===== config.mk =====
export PLATFORM = sky130hd
export DESIGN_NAME = slbm_xlate
export DESIGN_NICKNAME = d
export VERILOG_FILES = /design/src/design/slbm_pkg.sv /design/src/design/slbm_xlate.sv
export SDC_FILE = /design/constraint.sdc
export NUM_CORES = 1
export LEC_CHECK = 0
export BUFFER_PORTS_ARGS = -buffer_cell sky130_fd_sc_hd__buf_2
export CELL_PAD_IN_SITES_DETAIL_PLACEMENT = 1
export CELL_PAD_IN_SITES_GLOBAL_PLACEMENT = 1
export CORE_MARGIN = 2
export CORE_UTILIZATION = 41
export CTS_BUF_LIST = sky130_fd_sc_hd__clkbuf_8 sky130_fd_sc_hd__clkbuf_16
export DETAILED_ROUTE_END_ITERATION = 6
export PLACE_DENSITY = 0.81
export SLEW_MARGIN = 20
export SYNTH_ARGS = -nofsm -noshare
export SYNTH_HDL_FRONTEND = slang
export SYNTH_SLANG_ARGS = --single-unit
export TNS_END_PERCENT = 5

===== constraint.sdc =====
create_clock -name clk -period 4.4 [get_ports clk]
set_input_delay 0.66 -clock clk [delete_from_list [all_inputs] [get_ports clk]]
set_output_delay 0.66 -clock clk [all_outputs]
set_load 0.02 [all_outputs]

===== src/design/slbm_pkg.sv =====
// ----------------------------------------------------------------------------
// slbm_pkg
// Shared types and constants for the serial-loaded bank mapper.
// ----------------------------------------------------------------------------
package slbm_pkg;

	localparam int WORK_RAM_BYTES_DEF = 8192;
	localparam int RAM_IDX_W          = 13;   // CPU window 0x6000-0x7FFF

	// request kinds
	localparam logic [1:0] REQ_CPU_RD = 2'd0;
	localparam logic [1:0] REQ_CPU_WR = 2'd1;
	localparam logic [1:0] REQ_PPU_RD = 2'd2;
	localparam logic [1:0] REQ_PPU_WR = 2'd3;

	// outcome codes
	localparam logic [1:0] OC_NONE  = 2'd0;
	localparam logic [1:0] OC_ADDR  = 2'd1;
	localparam logic [1:0] OC_RAM   = 2'd2;
	localparam logic [1:0] OC_CLAIM = 2'd3;

	// load register targets (bus_addr[14:13])
	localparam logic [1:0] TGT_CTRL    = 2'd0;
	localparam logic [1:0] TGT_CHR_LO  = 2'd1;
	localparam logic [1:0] TGT_CHR_HI  = 2'd2;
	localparam logic [1:0] TGT_PRG     = 2'd3;

	// config register indexes
	localparam logic REG_PRG_COUNT = 1'b0;
	localparam logic REG_CHR_COUNT = 1'b1;

	localparam logic [4:0] CTRL_RESET     = 5'h1C;
	localparam logic [4:0] PRG_COUNT_RST  = 5'd16;
	localparam logic [4:0] CHR_COUNT_RST  = 5'd0;

	typedef struct packed {
		logic [1:0]           outcome;
		logic [17:0]          rom_addr;
		logic [1:0]           mirror;
		logic                 ram_rd;
		logic                 ram_wr;
		logic [RAM_IDX_W-1:0] ram_idx;
	} xlate_t;

endpackage


===== src/design/slbm_xlate.sv =====
// ----------------------------------------------------------------------------
// slbm_xlate
// Mapper register file, serial loader and address translation.
// ----------------------------------------------------------------------------
module slbm_xlate (
	input  logic                clk,
	input  logic                arst_n,
	input  logic                accept,
	input  logic [1:0]          req_type,
	input  logic [15:0]         bus_addr,
	input  logic [7:0]          write_data,
	input  logic [4:0]          prg_bank_count,
	input  logic [4:0]          chr_bank_count,
	output slbm_pkg::xlate_t    res
);
	import slbm_pkg::*;

	logic [4:0] shift_value_q;
	logic [2:0] shift_count_q;
	logic [4:0] control_q;
	logic [4:0] chr_low_q;
	logic [4:0] chr_high_q;
	logic [4:0] chr_full_q;
	logic [2:0] prg_full_q;
	logic [3:0] prg_low_q;
	logic [3:0] prg_high_q;
	logic [1:0] mirror_q;

	logic       is_cpu;
	logic       in_ram_win;
	logic       reg_wr;
	logic [4:0] shift_nx;
	logic [2:0] count_nx;
	logic       commit;
	logic [3:0] prg_bank;
	logic [4:0] chr_bank;
	logic [3:0] prg_last;

	assign is_cpu     = (req_type == REQ_CPU_RD) || (req_type == REQ_CPU_WR);
	assign in_ram_win = (bus_addr[15:13] == 3'b011);
	assign reg_wr     = accept && (req_type == REQ_CPU_WR) && bus_addr[15];
	assign shift_nx   = {write_data[0], shift_value_q[4:1]};
	assign count_nx   = shift_count_q + 3'd1;
	assign commit     = (count_nx >= 3'd5);
	assign prg_last   = 4'(prg_bank_count - 5'd1);

	always_ff @(posedge clk or negedge arst_n) begin
		if (!arst_n) begin
			shift_value_q <= '0;
			shift_count_q <= '0;
			control_q     <= CTRL_RESET;
			chr_low_q     <= '0;
			chr_high_q    <= '0;
			chr_full_q    <= '0;
			prg_full_q    <= '0;
			prg_low_q     <= '0;
			prg_high_q    <= 4'(PRG_COUNT_RST - 5'd1);
			mirror_q      <= '0;
		end else if (reg_wr) begin
			if (write_data[7]) begin
				shift_value_q <= '0;
				shift_count_q <= '0;
				control_q     <= control_q | 5'h0C;
			end else if (!commit) begin
				shift_value_q <= shift_nx;
				shift_count_q <= count_nx;
			end else begin
				shift_value_q <= '0;
				shift_count_q <= '0;
				case (bus_addr[14:13])
					TGT_CTRL: begin
						control_q <= shift_nx;
						mirror_q  <= shift_nx[1:0];
					end
					TGT_CHR_LO: begin
						if (control_q[4]) chr_low_q <= shift_nx;
						else chr_full_q <= shift_nx & 5'h1E;
					end
					TGT_CHR_HI: begin
						if (control_q[4]) chr_high_q <= shift_nx;
					end
					default: begin
						if (!control_q[3]) begin
							prg_full_q <= shift_nx[3:1];
						end else if (!control_q[2]) begin
							prg_low_q  <= '0;
							prg_high_q <= shift_nx[3:0];
						end else begin
							prg_low_q  <= shift_nx[3:0];
							prg_high_q <= prg_last;
						end
					end
				endcase
			end
		end
	end

	assign prg_bank = bus_addr[14] ? prg_high_q : prg_low_q;
	assign chr_bank = bus_addr[12] ? chr_high_q : chr_low_q;

	always_comb begin
		res          = '0;
		res.ram_idx  = bus_addr[RAM_IDX_W-1:0];
		// mirroring as it stands after this transfer
		res.mirror   = mirror_q;
		if (reg_wr && !write_data[7] && commit && (bus_addr[14:13] == TGT_CTRL))
			res.mirror = shift_nx[1:0];
		if (is_cpu) begin
			if (in_ram_win) begin
				res.outcome = OC_RAM;
				res.ram_wr  = (req_type == REQ_CPU_WR);
				res.ram_rd  = (req_type == REQ_CPU_RD);
			end else if (bus_addr[15] && (req_type == REQ_CPU_RD)) begin
				res.outcome = OC_ADDR;
				if (control_q[3]) res.rom_addr = {prg_bank, bus_addr[13:0]};
				else res.rom_addr = {prg_full_q, bus_addr[14:0]};
			end
		end else if (bus_addr[15:13] == 3'b000) begin
			if (chr_bank_count == 5'd0) begin
				res.outcome  = OC_ADDR;
				res.rom_addr = {2'b00, bus_addr};
			end else if (req_type == REQ_PPU_WR) begin
				res.outcome = OC_CLAIM;
			end else begin
				res.outcome = OC_ADDR;
				if (control_q[4]) res.rom_addr = {1'b0, chr_bank, bus_addr[11:0]};
				else res.rom_addr = {1'b0, chr_full_q[4:1], bus_addr[12:0]};
			end
		end
	end

endmodule


After elaboration in Yosys (flattened, before gate mapping)
Index checks and enable logic that the tools add are counted.
{"block": "classes", "addsub": 2, "order_cmp": 1, "n_eq_ne": 5, "n_mux": 24, "bitwise_logic": 4, "n_reduce_logical": 22}
{"op": "20-bit two-way mux", "n": 3}
{"op": "18-bit two-way mux", "n": 3}
{"op": "5-bit AND reduction", "n": 5}
{"op": "4-bit two-way mux", "n": 6}
{"op": "19-bit two-way mux", "n": 1}
{"op": "17-bit two-way mux", "n": 1}
{"op": "5-bit two-way mux", "n": 3}
{"op": "2-bit two-way mux", "n": 5}
{"op": "1-bit logical AND", "n": 6}
{"op": "3-bit two-way mux", "n": 2}
{"op": "5-bit zero test", "n": 1}
{"op": "2-bit by 1-bit equality test with 1-bit output, second input constant", "n": 2}
{"op": "2-bit equality test, second input constant", "n": 2}
{"op": "2-bit zero test", "n": 2}
{"op": "1-bit inverter", "n": 4}
{"op": "4-bit AND reduction", "n": 1}
{"op": "2-bit nonzero test", "n": 2}
{"op": "4-bit by 1-bit subtractor with 4-bit output, second input constant", "n": 1}
{"op": "3-bit by 1-bit adder with 3-bit output, second input constant", "n": 1}
{"op": "3-bit by 2-bit equality test with 1-bit output, second input constant", "n": 1}
{"op": "3-bit greater-or-equal comparator, second input constant", "n": 1}
{"op": "3-bit zero test", "n": 1}
{"op": "3-bit AND reduction", "n": 1}
{"op": "3-bit OR reduction", "n": 1}
{"op": "2 further kinds", "n": 2}
{"block": "word_totals", "regBits": 40, "inputBits": 39, "out_inout_bits": 37, "word_cells": 69}

Logic depth before layout (Yosys ltp)
Gate-level depths: netlist of the first run.
{"block": "depth", "depth_word": 7, "ltp_mapped": 7, "ltp_nobuf": 6}

Least setup slack after synthesis of the first run
OpenSTA, ideal clock, no wires.
{"block": "synth_path", "path_kind": "input to output", "startpoint": "input port req_type[0]", "endpoint": "output port res[31] in the netlist's numbering", "t_arrival_ns": 2.020, "required_ns": 3.740, "setup_slack_ns": 1.720, "path_stages": 4, "n_path_buf": 2, "cell_sequence": "buf_4 -> or3b_2 -> clkbuf_1 -> o32ai_1"}
{"item": "start: declaration", "line": "slbm_xlate.sv:9", "rtl": "input logic [1:0] req_type,"}
{"item": "end: declaration", "line": "slbm_xlate.sv:14", "rtl": "output slbm_pkg::xlate_t res"}

==> results.sh, run 1 <==
export IMPL_status="complete, no violations"
export IMPL_fmax_mhz=310
export IMPL_post_cts_setup_buffer_count=0
export IMPL_fin_skew_ns=0.00592
export IMPL_ys_seq_elements=37
export IMPL_die_w_um=78.7
export IMPL_maxCapViolCount=0
export IMPL_required_ns=3.74
export IMPL_p_total_mw=0.743
export IMPL_die_h_um=78.7
export IMPL_pre_cts_slack_ns=1.37
export IMPL_regArea_um2=935
export IMPL_holdCritPathClass="input pin to asynchronous set/reset pin"
export IMPL_routed_wl_mm=5.81
export IMPL_slew_violations=0
export IMPL_async_flop_share_pct=100
export IMPL_worst_pin_slew_ns=0.838
export IMPL_clkLatencyLatePin_ns=0.28
export IMPL_ios=76
export IMPL_drive_above_1_share_pct=42.0
export IMPL_grt_pass1_wl_mm=9.33
export IMPL_place_area_um2=2550
export IMPL_syn_inst=226
export IMPL_slew_headroom_pct=44.1
export IMPL_io_buffers=68
export IMPL_antenna_found_initial=0
export IMPL_ctsHoldBuffers=0
export IMPL_drt_wirelength_per_cell_um=16.8
export IMPL_syn_area_um2=2290
export IMPL_start_kind="flip-flop"
export IMPL_cts_buffer_depth=2
export IMPL_yosysSeqAreaShare_pct=40.8
export IMPL_p_leak_nw=1.31
export IMPL_setup_viol=0
export IMPL_clock_sinks=37
export IMPL_drt_iter0_markers=95
export IMPL_r2r_start="shift_count_q[0]"
export IMPL_vdd_ir_drop_max_mv=0.150
export IMPL_grt_max_degree=38
export IMPL_reg2reg_depth=6
export IMPL_hold_viol=0
export IMPL_arrival_ns=2.56
export IMPL_dr_total_vias=1864
export IMPL_post_route_period_util_pct=73.2
export IMPL_std_cell_rows=27
export IMPL_synthToLayoutAreaGrowth_pct=15.4
export IMPL_crit_fanout=6
export IMPL_reg2reg_slack_ns=2.00
export IMPL_rsz0062_at_grt="false"
export IMPL_p_per_area_nw_per_um2=281
export IMPL_drtAntennaViolNets=0
export IMPL_fill_cells=628
export IMPL_dp_hpwl_mm=4.36
export IMPL_stdcell_area_um2=2640
export IMPL_gr_total_overflow=0
export IMPL_start_util_pct=42.1
export IMPL_cts_buffers=5
export IMPL_dr_pass1_iters=4
export IMPL_multi_input_area_um2=1130
export IMPL_path_clk_slew_ns=0.07
export IMPL_cts_root_buf="clkbuf_8"
export IMPL_postCtsResizedCells=0
export IMPL_end_kind="output port"
export IMPL_drc=0
export IMPL_via_per_inst=5.39
export IMPL_core_um2=5440
export IMPL_synthesis_nets=268
export IMPL_antenna_cells=0
export IMPL_syn_mean_instance_area_um2=10.1
export IMPL_fin_crit_ns=3.22
export IMPL_grt_pass1_vias=1818
export IMPL_fin_setup_tns_ns=0
export IMPL_nNetsFinal=315
export IMPL_synth_ff_type="dfrtp_1"
export IMPL_synth_edf_count=0
export IMPL_final_common_cell="buf_2"
export IMPL_final_cell_mix="buf_2, dfrtp_1, nand2_1, mux2_2, inv_1"
export IMPL_cts_tree="done"
export IMPL_reg2reg_to="prg_high_q[3]"
export IMPL_cts_max_level=2
export IMPL_ys_warn_count=0
export IMPL_synth_distinct_cells=41
export IMPL_place_congestion=0.743
export IMPL_fin_ws_ns=1.18
export IMPL_critical_path_class="flip-flop to output port"
export IMPL_dieArea_um2=6200
export IMPL_grt_usage_pct=19.4
per-stage QoR:
step / hold slack [ns] / util [%] / std cells
after floorplan: 0.364 / - / 226
final: 0.477 / 48.6 / 346
after global routing: 0.521 / 48.6 / 346
after detailed placement: 0.492 / 46.9 / 338
after global placement: 0.481 / 46.9 / 338
after CTS: 0.497 / 48.6 / 346
per-layer routing:
| layer | up-vias | share of wire [%] | global-route usage, % |
|---|---|---|---|
| met3 | 7 | 5.3 | 4.20 |
| li1 | 872 | - | - |
| met5 | - | 0 | 0 |
| met1 | 932 | 45 | 25.7 |
| met2 | 53 | 48 | 31.8 |
| met4 | 0 | 1.4 | 6.32 |
synth_stat cells, types with 2 or more instances:
| library cell | instances | area share, % |
|---|---|---|
| a211oi_1 | 2 | 0.66 |
| a21oi_1 | 5 | 1.1 |
| a22oi_1 | 2 | 0.66 |
| a32o_1 | 2 | 0.87 |
| buf_4 | 15 | 4.9 |
| clkbuf_1 | 11 | 1.8 |
| dfrtp_1 | 30 | 33 |
| dfstp_2 | 7 | 8.0 |
| ha_1 | 3 | 1.6 |
| inv_1 | 15 | 2.5 |
| mux2_2 | 21 | 10 |
| mux2_4 | 4 | 2.6 |
| mux2i_1 | 12 | 5.2 |
| nand2_1 | 22 | 3.6 |
| nand3_1 | 2 | 0.44 |
| nand4b_2 | 2 | 1.3 |
| nor2_1 | 7 | 1.1 |
| nor2b_1 | 12 | 3.3 |
| nor3_1 | 5 | 1.1 |
| nor3b_1 | 4 | 1.3 |
| nor4_1 | 2 | 0.55 |
| o211ai_1 | 4 | 1.3 |
| o21ai_0 | 13 | 2.8 |
| o22ai_1 | 4 | 1.1 |
| or2_2 | 2 | 0.55 |
| xnor2_1 | 3 | 1.1 |
cell type report:
class,count,area share [%]
multi-input combinational,146,42.8
sequential,37,35.4
timing repair buffer,68,12.9
tap,72,3.41
clock buffer,6,3.13
inverter,15,2.13
clock inverter,2,0.284
where the power goes:
part	leakage, nW	internal (mW)	switching (mW)
Combinational	0.792	0.0493	0.0816
Sequential	0.462	0.354	0.0221
Clock	0.0538	0.123	0.113
Total	1.31	0.526	0.217
worst max-delay path, stage by stage (launching register included):
cell and delay [ns]:
dfrtp_1 0.38, inv_1 0.08, ha_1 0.32, nor3b_1 0.59, nor4_4 0.16, nand2_1 0.23
mux2_2 0.36, buf_2 0.16
cells by family (layout without fill, tap and decap cells):
logic type                 after synthesis  after routing  share of synthesized area [%]
adders and majority gates                3              3                           1.64
muxes                                   37             37                           18.2
DFF                                     37             37                           40.8
AOI/OAI and AO/OA                       35             35                           9.67
and+or+nand+nor                         68             68                           18.7
buffers and inverters                   43             91                           9.84
xor gates and xnor gates                 3              3                           1.15
sequential cells by signal, summed over array words and instances (netlist names):
signal	flops
chr_full_q	4
chr_high_q	5
chr_low_q	5
control_q	5
prg_full_q	3
prg_high_q	4
prg_low_q	4
shift_count_q	3
shift_value_q	4
how the worst max path moves through the flow:
| stage | cells past startpoint | to | start | slack (ns) |
|---|---|---|---|---|
| finish | 7 | res[15] | shift_count_q[0] | 1.18 |
| global route | 7 | res[15] | shift_count_q[0] | 1.01 |
| CTS | 7 | res[15] | shift_count_q[0] | 1.16 |
| detailed placement | 6 | res[15] | req_type[1] | 1.37 |
| global placement | 6 | res[15] | req_type[1] | 1.41 |
| floorplan | 4 | res[31] | req_type[0] | 1.72 |
Note: power is estimated with default switching activity, not from simulation.
==> inputs of run 2 (changes only) <==
- CORE_UTILIZATION: 41 -> 34
- PLACE_DENSITY: 0.81 -> 0.72
- clock period: 4.4 -> 2.9 ns (I/O delays scaled with it)
==> run 2 against run 1 <==
  * Routed wire length is 2.2% higher
  * Clock power is 130% higher
  * Sequential share of layout area is 0.85 points lower
  * Count of clock-buffer cells in the layout is 1 lower
  * Non-clock buffer count is 2 higher
  * Largest cell class unchanged
  * Cell count is 2.0% higher
  * First-iteration DRC count is 52% lower
  * Die area is 20% higher
  * Final area is 2.5% higher
  * Worst setup slack worse by 0.99 ns
==> results.sh, run 2 (synthesized netlist as in run 1, its figures left out) <==
export IMPL_status="complete, no violations"
export IMPL_synthToLayoutAreaGrowth_pct=18.2
export IMPL_ctsHoldBuffers=0
export IMPL_arrival_ns=2.28
export IMPL_holdCritPathClass="input pin to asynchronous set/reset pin"
export IMPL_postCtsResizedCells=0
export IMPL_clkLatencyLatePin_ns=0.29
export IMPL_p_total_mw=1.31
export IMPL_std_cell_rows=29
export IMPL_die_h_um=86.1
export IMPL_slew_violations=0
export IMPL_vdd_ir_drop_max_mv=0.221
export IMPL_grt_pass1_vias=1894
export IMPL_reg2reg_to="prg_high_q[3]"
export IMPL_crit_fanout=5
export IMPL_layoutNonFillerInstCount=353
export IMPL_final_cell_mix="buf_2, dfrtp_1, nand2_1, mux2_2, inv_1"
export IMPL_antenna_cells=0
export IMPL_p_per_area_nw_per_um2=483
export IMPL_required_ns=2.47
export IMPL_end_kind="output port"
export IMPL_place_area_um2=2570
export IMPL_path_clk_slew_ns=0.08
export IMPL_final_common_cell="buf_2"
export IMPL_hold_viol=0
export IMPL_antenna_found_initial=0
export IMPL_cts_max_level=2
export IMPL_dieArea_um2=7410
export IMPL_start_util_pct=35.7
export IMPL_fmax_mhz=369
export IMPL_ios=76
export IMPL_cts_buffers=5
export IMPL_drt_iter0_markers=46
export IMPL_fin_crit_ns=2.71
export IMPL_grt_pass1_wl_mm=9.49
export IMPL_reg2reg_depth=8
export IMPL_dp_hpwl_mm=4.32
export IMPL_drt_wirelength_per_cell_um=16.8
export IMPL_critical_path_class="flip-flop to output port"
export IMPL_grt_max_degree=38
export IMPL_via_per_inst=5.23
export IMPL_cts_root_buf="clkbuf_8"
export IMPL_start_kind="flip-flop"
export IMPL_cts_tree="done"
export IMPL_post_route_period_util_pct=93.5
export IMPL_drtAntennaViolNets=0
export IMPL_drc=0
export IMPL_dr_pass1_iters=4
export IMPL_grt_usage_pct=16.5
export IMPL_die_w_um=86.1
export IMPL_maxCapViolCount=0
export IMPL_nNetsFinal=317
export IMPL_dr_total_vias=1846
export IMPL_r2r_start="shift_count_q[0]"
export IMPL_slew_headroom_pct=42.8
export IMPL_rsz0062_at_grt="false"
export IMPL_cts_buffer_depth=2
export IMPL_setup_viol=0
export IMPL_dp_cells=345
export IMPL_gr_total_overflow=0
export IMPL_worst_pin_slew_ns=0.858
export IMPL_core_um2=6420
export IMPL_place_congestion=0.758
export IMPL_io_buffers=68
export IMPL_p_leak_nw=1.33
export IMPL_clock_sinks=37
export IMPL_fin_ws_ns=0.189
export IMPL_drive_above_1_share_pct=43.1
export IMPL_fin_setup_tns_ns=0
export IMPL_pre_cts_slack_ns=0.494
export IMPL_post_cts_setup_buffer_count=0
export IMPL_reg2reg_slack_ns=0.54
export IMPL_routed_wl_mm=5.94
export IMPL_fin_skew_ns=0.0103
export IMPL_stdcell_area_um2=2710
export IMPL_largestRegisters="chr_high_q: 5 flops, chr_low_q: 5 flops, control_q: 5 flops"
[run 2: cell types whose count changed in the layout (fill, tap and decap cells not counted), sizes merged]
cell	change
clkinv	+1
clkbuf	-1
bufinv	+2
inv	-2
buf	+2
[run 2: layout make-up]
type | instances | area [um2]
Clock buffer | 5 | 68.8
Tap cell | 77 | 96.3
Inverter | 15 | 56.3
Fill cell | 735 | 3720
Timing Repair Buffer | 70 | 355
Multi-Input combinational cell | 146 | 1130
Sequential cell | 37 | 935
Clock inverter | 3 | 65.1
[run 2: worst max path at each step]
stage | end | slack (ns) | cells past startpoint | startpoint
after floorplan | res[15] | 0.60 | 6 | shift_count_q[0]
after global placement | res[16] | 0.55 | 8 | shift_count_q[0]
after detailed placement | res[15] | 0.49 | 8 | shift_count_q[0]
after CTS | res[15] | 0.17 | 8 | shift_count_q[0]
after global routing | res[15] | 0.005 | 8 | shift_count_q[0]
final | res[15] | 0.19 | 8 | shift_count_q[0]
[run 2: stage by stage]
step           hold slack, ns  util [%]
2_1_floorplan           0.139         -
3_5_place_dp            0.489      40.1
3_3_place_gp            0.481      40.1
6_report                0.249      42.1
5_1_grt                 0.292      42.1
4_1_cts                 0.271      42.1
[run 2: worst max-delay path, stage by stage (launching register included)]
cell and delay [ns]:
dfrtp_1 0.37, inv_1 0.08, ha_1 0.32, nor3b_1 0.22
buf_4 0.17, nor4_4 0.05, nand2_1 0.25, mux2_2 0.37
buf_2 0.16
[run 2: where the power goes]
group	switching, mW	internal, mW
Combinational	0.124	0.0791
Clock	0.193	0.342
Sequential	0.0337	0.537
Total	0.351	0.957
[run 2: routing by layer]
metal,vias to the layer above,part of all wire (%),GRT usage [%]
li1,872,-,-
met1,914,46,21.3
met2,53,47,27.8
met3,7,5.6,3.08
met4,0,1.2,5.19
met5,-,0,0
==> inputs of run 3 (changes only) <==
- CORE_MARGIN: 2 -> 1
==> run 3 against run 2 <==
  * The run now ends with design-rule violations left
  * Hold slack got worse by 0.0042 ns
  * Clock power fell by 13%
  * Cell count rose by 0.28%
  * Die area fell by 4.6%
  * Global-route usage rose by 0.46 points
  * Count of clock-buffer cells in the layout rose by 1
  * Combinational power barely moved
  * Register-to-register slack improved by 0.02 ns
  * Power fell by 5.6%
  * Clock skew fell by 0.00081 ns
  * Fmax rose by 0.22%
==> results.sh, run 3 (synthesized netlist as in run 1, its figures left out) <==
export IMPL_io_buffers=68
export IMPL_grt_pass1_wl_mm=9.29
export IMPL_rsz0062_at_grt="false"
export IMPL_slew_violations=0
export IMPL_start_util_pct=35.7
export IMPL_hold_viol=0
export IMPL_cts_buffer_depth=2
export IMPL_start_kind="flip-flop"
export IMPL_cts_buffers=5
export IMPL_critical_path_class="flip-flop to output port"
export IMPL_hold_slack_ns=0.244
export IMPL_clkLatencyLatePin_ns=0.29
export IMPL_crit_fanout=5
export IMPL_gr_total_overflow=0
export IMPL_postCtsResizedCells=0
export IMPL_fin_setup_tns_ns=0
export IMPL_cp_top_family="simple AND/OR/NAND/NOR gates"
export IMPL_place_congestion=0.745
export IMPL_p_per_area_nw_per_um2=458
export IMPL_r2r_start="shift_count_q[0]"
export IMPL_core_um2=6420
export IMPL_path_clk_slew_ns=0.07
export IMPL_fin_ws_ns=0.195
export IMPL_place_area_um2=2580
export IMPL_critPathBufInv=3
export IMPL_stdcell_area_um2=2700
export IMPL_synthToLayoutAreaGrowth_pct=17.9
export IMPL_cts_max_level=2
export IMPL_reg2reg_to="prg_high_q[0]"
export IMPL_ctsHoldBuffers=0
export IMPL_drc=22
export IMPL_clock_sinks=37
export IMPL_fmax_mhz=370
export IMPL_pre_cts_slack_ns=0.498
export IMPL_dr_total_vias=1849
export IMPL_antenna_cells=0
export IMPL_holdCritPathClass="input pin to asynchronous set/reset pin"
export IMPL_reg2reg_slack_ns=0.56
export IMPL_setup_viol=0
export IMPL_status="finished with violations"
export IMPL_std_cell_rows=29
export IMPL_drive_above_1_share_pct=43.3
export IMPL_antenna_found_initial=0
export IMPL_drt_iter0_markers=110
export IMPL_fin_skew_ns=0.00951
export IMPL_cts_tree="done"
export IMPL_path_cells="inv_1 > ha_1 > nor3b_1 > buf_4 > nor4_4 > nand2_1 > mux2_2 > buf_2"
export IMPL_slowest_stage="dfrtp_1"
export IMPL_drtAntennaViolNets=0
export IMPL_largestRegisters="chr_high_q: 5 flops, chr_low_q: 5 flops, control_q: 5 flops"
export IMPL_p_leak_nw=1.33
export IMPL_die_h_um=84.1
export IMPL_grt_pass1_vias=1803
export IMPL_reg2reg_depth=8
export IMPL_routed_wl_mm=5.61
export IMPL_vdd_ir_drop_max_mv=0.241
export IMPL_slew_headroom_pct=43.3
export IMPL_dp_hpwl_mm=4.30
export IMPL_grt_max_degree=38
export IMPL_fin_crit_ns=2.71
export IMPL_fin_util_pct=42.0
export IMPL_slowest_delay_ns=0.38
export IMPL_dieArea_um2=7070
export IMPL_grt_usage_pct=16.9
export IMPL_dr_pass1_iters=6
export IMPL_nNetsFinal=318
export IMPL_arrival_ns=2.27
export IMPL_required_ns=2.47
export IMPL_ios=76
export IMPL_worst_pin_slew_ns=0.850
export IMPL_via_per_inst=5.22
export IMPL_violations="design-rule violations"
export IMPL_cts_root_buf="clkbuf_8"
export IMPL_final_cell_mix="buf_2, dfrtp_1, nand2_1, mux2_2, inv_1"
export IMPL_maxCapViolCount=0
export IMPL_post_route_period_util_pct=93.3
export IMPL_final_common_cell="buf_2"
export IMPL_die_w_um=84.1
export IMPL_drt_wirelength_per_cell_um=15.8
export IMPL_post_cts_setup_buffer_count=0
export IMPL_end_kind="output port"
-- run 3: changes by cell type in the layout (fill, tap and decap cells not counted) --
cell	change
clkinv_2	-1
bufinv_16	-1
buf_4	+1
clkbuf_8	+1
clkinvlp_4	+1
-- run 3: where the power goes --
part	total (mW)	switching [mW]	internal (mW)	leakage, nW
logic	0.202	0.123	0.0794	0.808
clock network	0.463	0.183	0.280	0.0574
registers	0.570	0.0337	0.537	0.462
total	1.24	0.340	0.896	1.33
-- run 3: worst max-delay path by stage --
stage               endpoint        startpoint  slack [ns]  cells past startpoint
global route         res[15]  shift_count_q[0]        0.05                      8
finish               res[15]  shift_count_q[0]        0.19                      8
CTS                  res[15]  shift_count_q[0]        0.17                      8
floorplan            res[15]  shift_count_q[0]        0.60                      6
global placement     res[15]  shift_count_q[0]        0.55                      6
detailed placement   res[15]  shift_count_q[0]        0.50                      6
-- run 3: through the flow --
stage,std cells,power (mW)
2_1_floorplan,226,0.704
3_3_place_gp,346,0.777
3_5_place_dp,346,0.786
4_1_cts,354,1.26
5_1_grt,354,1.30
6_report,354,1.24
-- run 3: layout make-up --
type,instances,area [um2]
Clock buffer,6,82.6
Clock inverter,2,37.5
Fill cell,747,3720
Inverter,15,56.3
Multi-Input combinational cell,146,1130
Sequential cell,37,935
Tap cell,77,96.3
Timing Repair Buffer,71,363
-- run 3: routing by layer --
metal,routed length (um),vias up,GRT usage [%]
met5,0,-,0
met1,2500,902,22.7
met4,52,0,4.70
li1,-,875,-
met3,380,4,4.06
met2,2670,68,27.1
-- run 3: worst register-to-register path, stage by stage (launching register included) --
cell and delay [ns]:
dfrtp_1 0.38, inv_1 0.08, ha_1 0.30, nor3b_1 0.06, buf_4 0.15, nor4_4 0.22, buf_4 0.19, and4_1 0.54
mux2_4 0.35
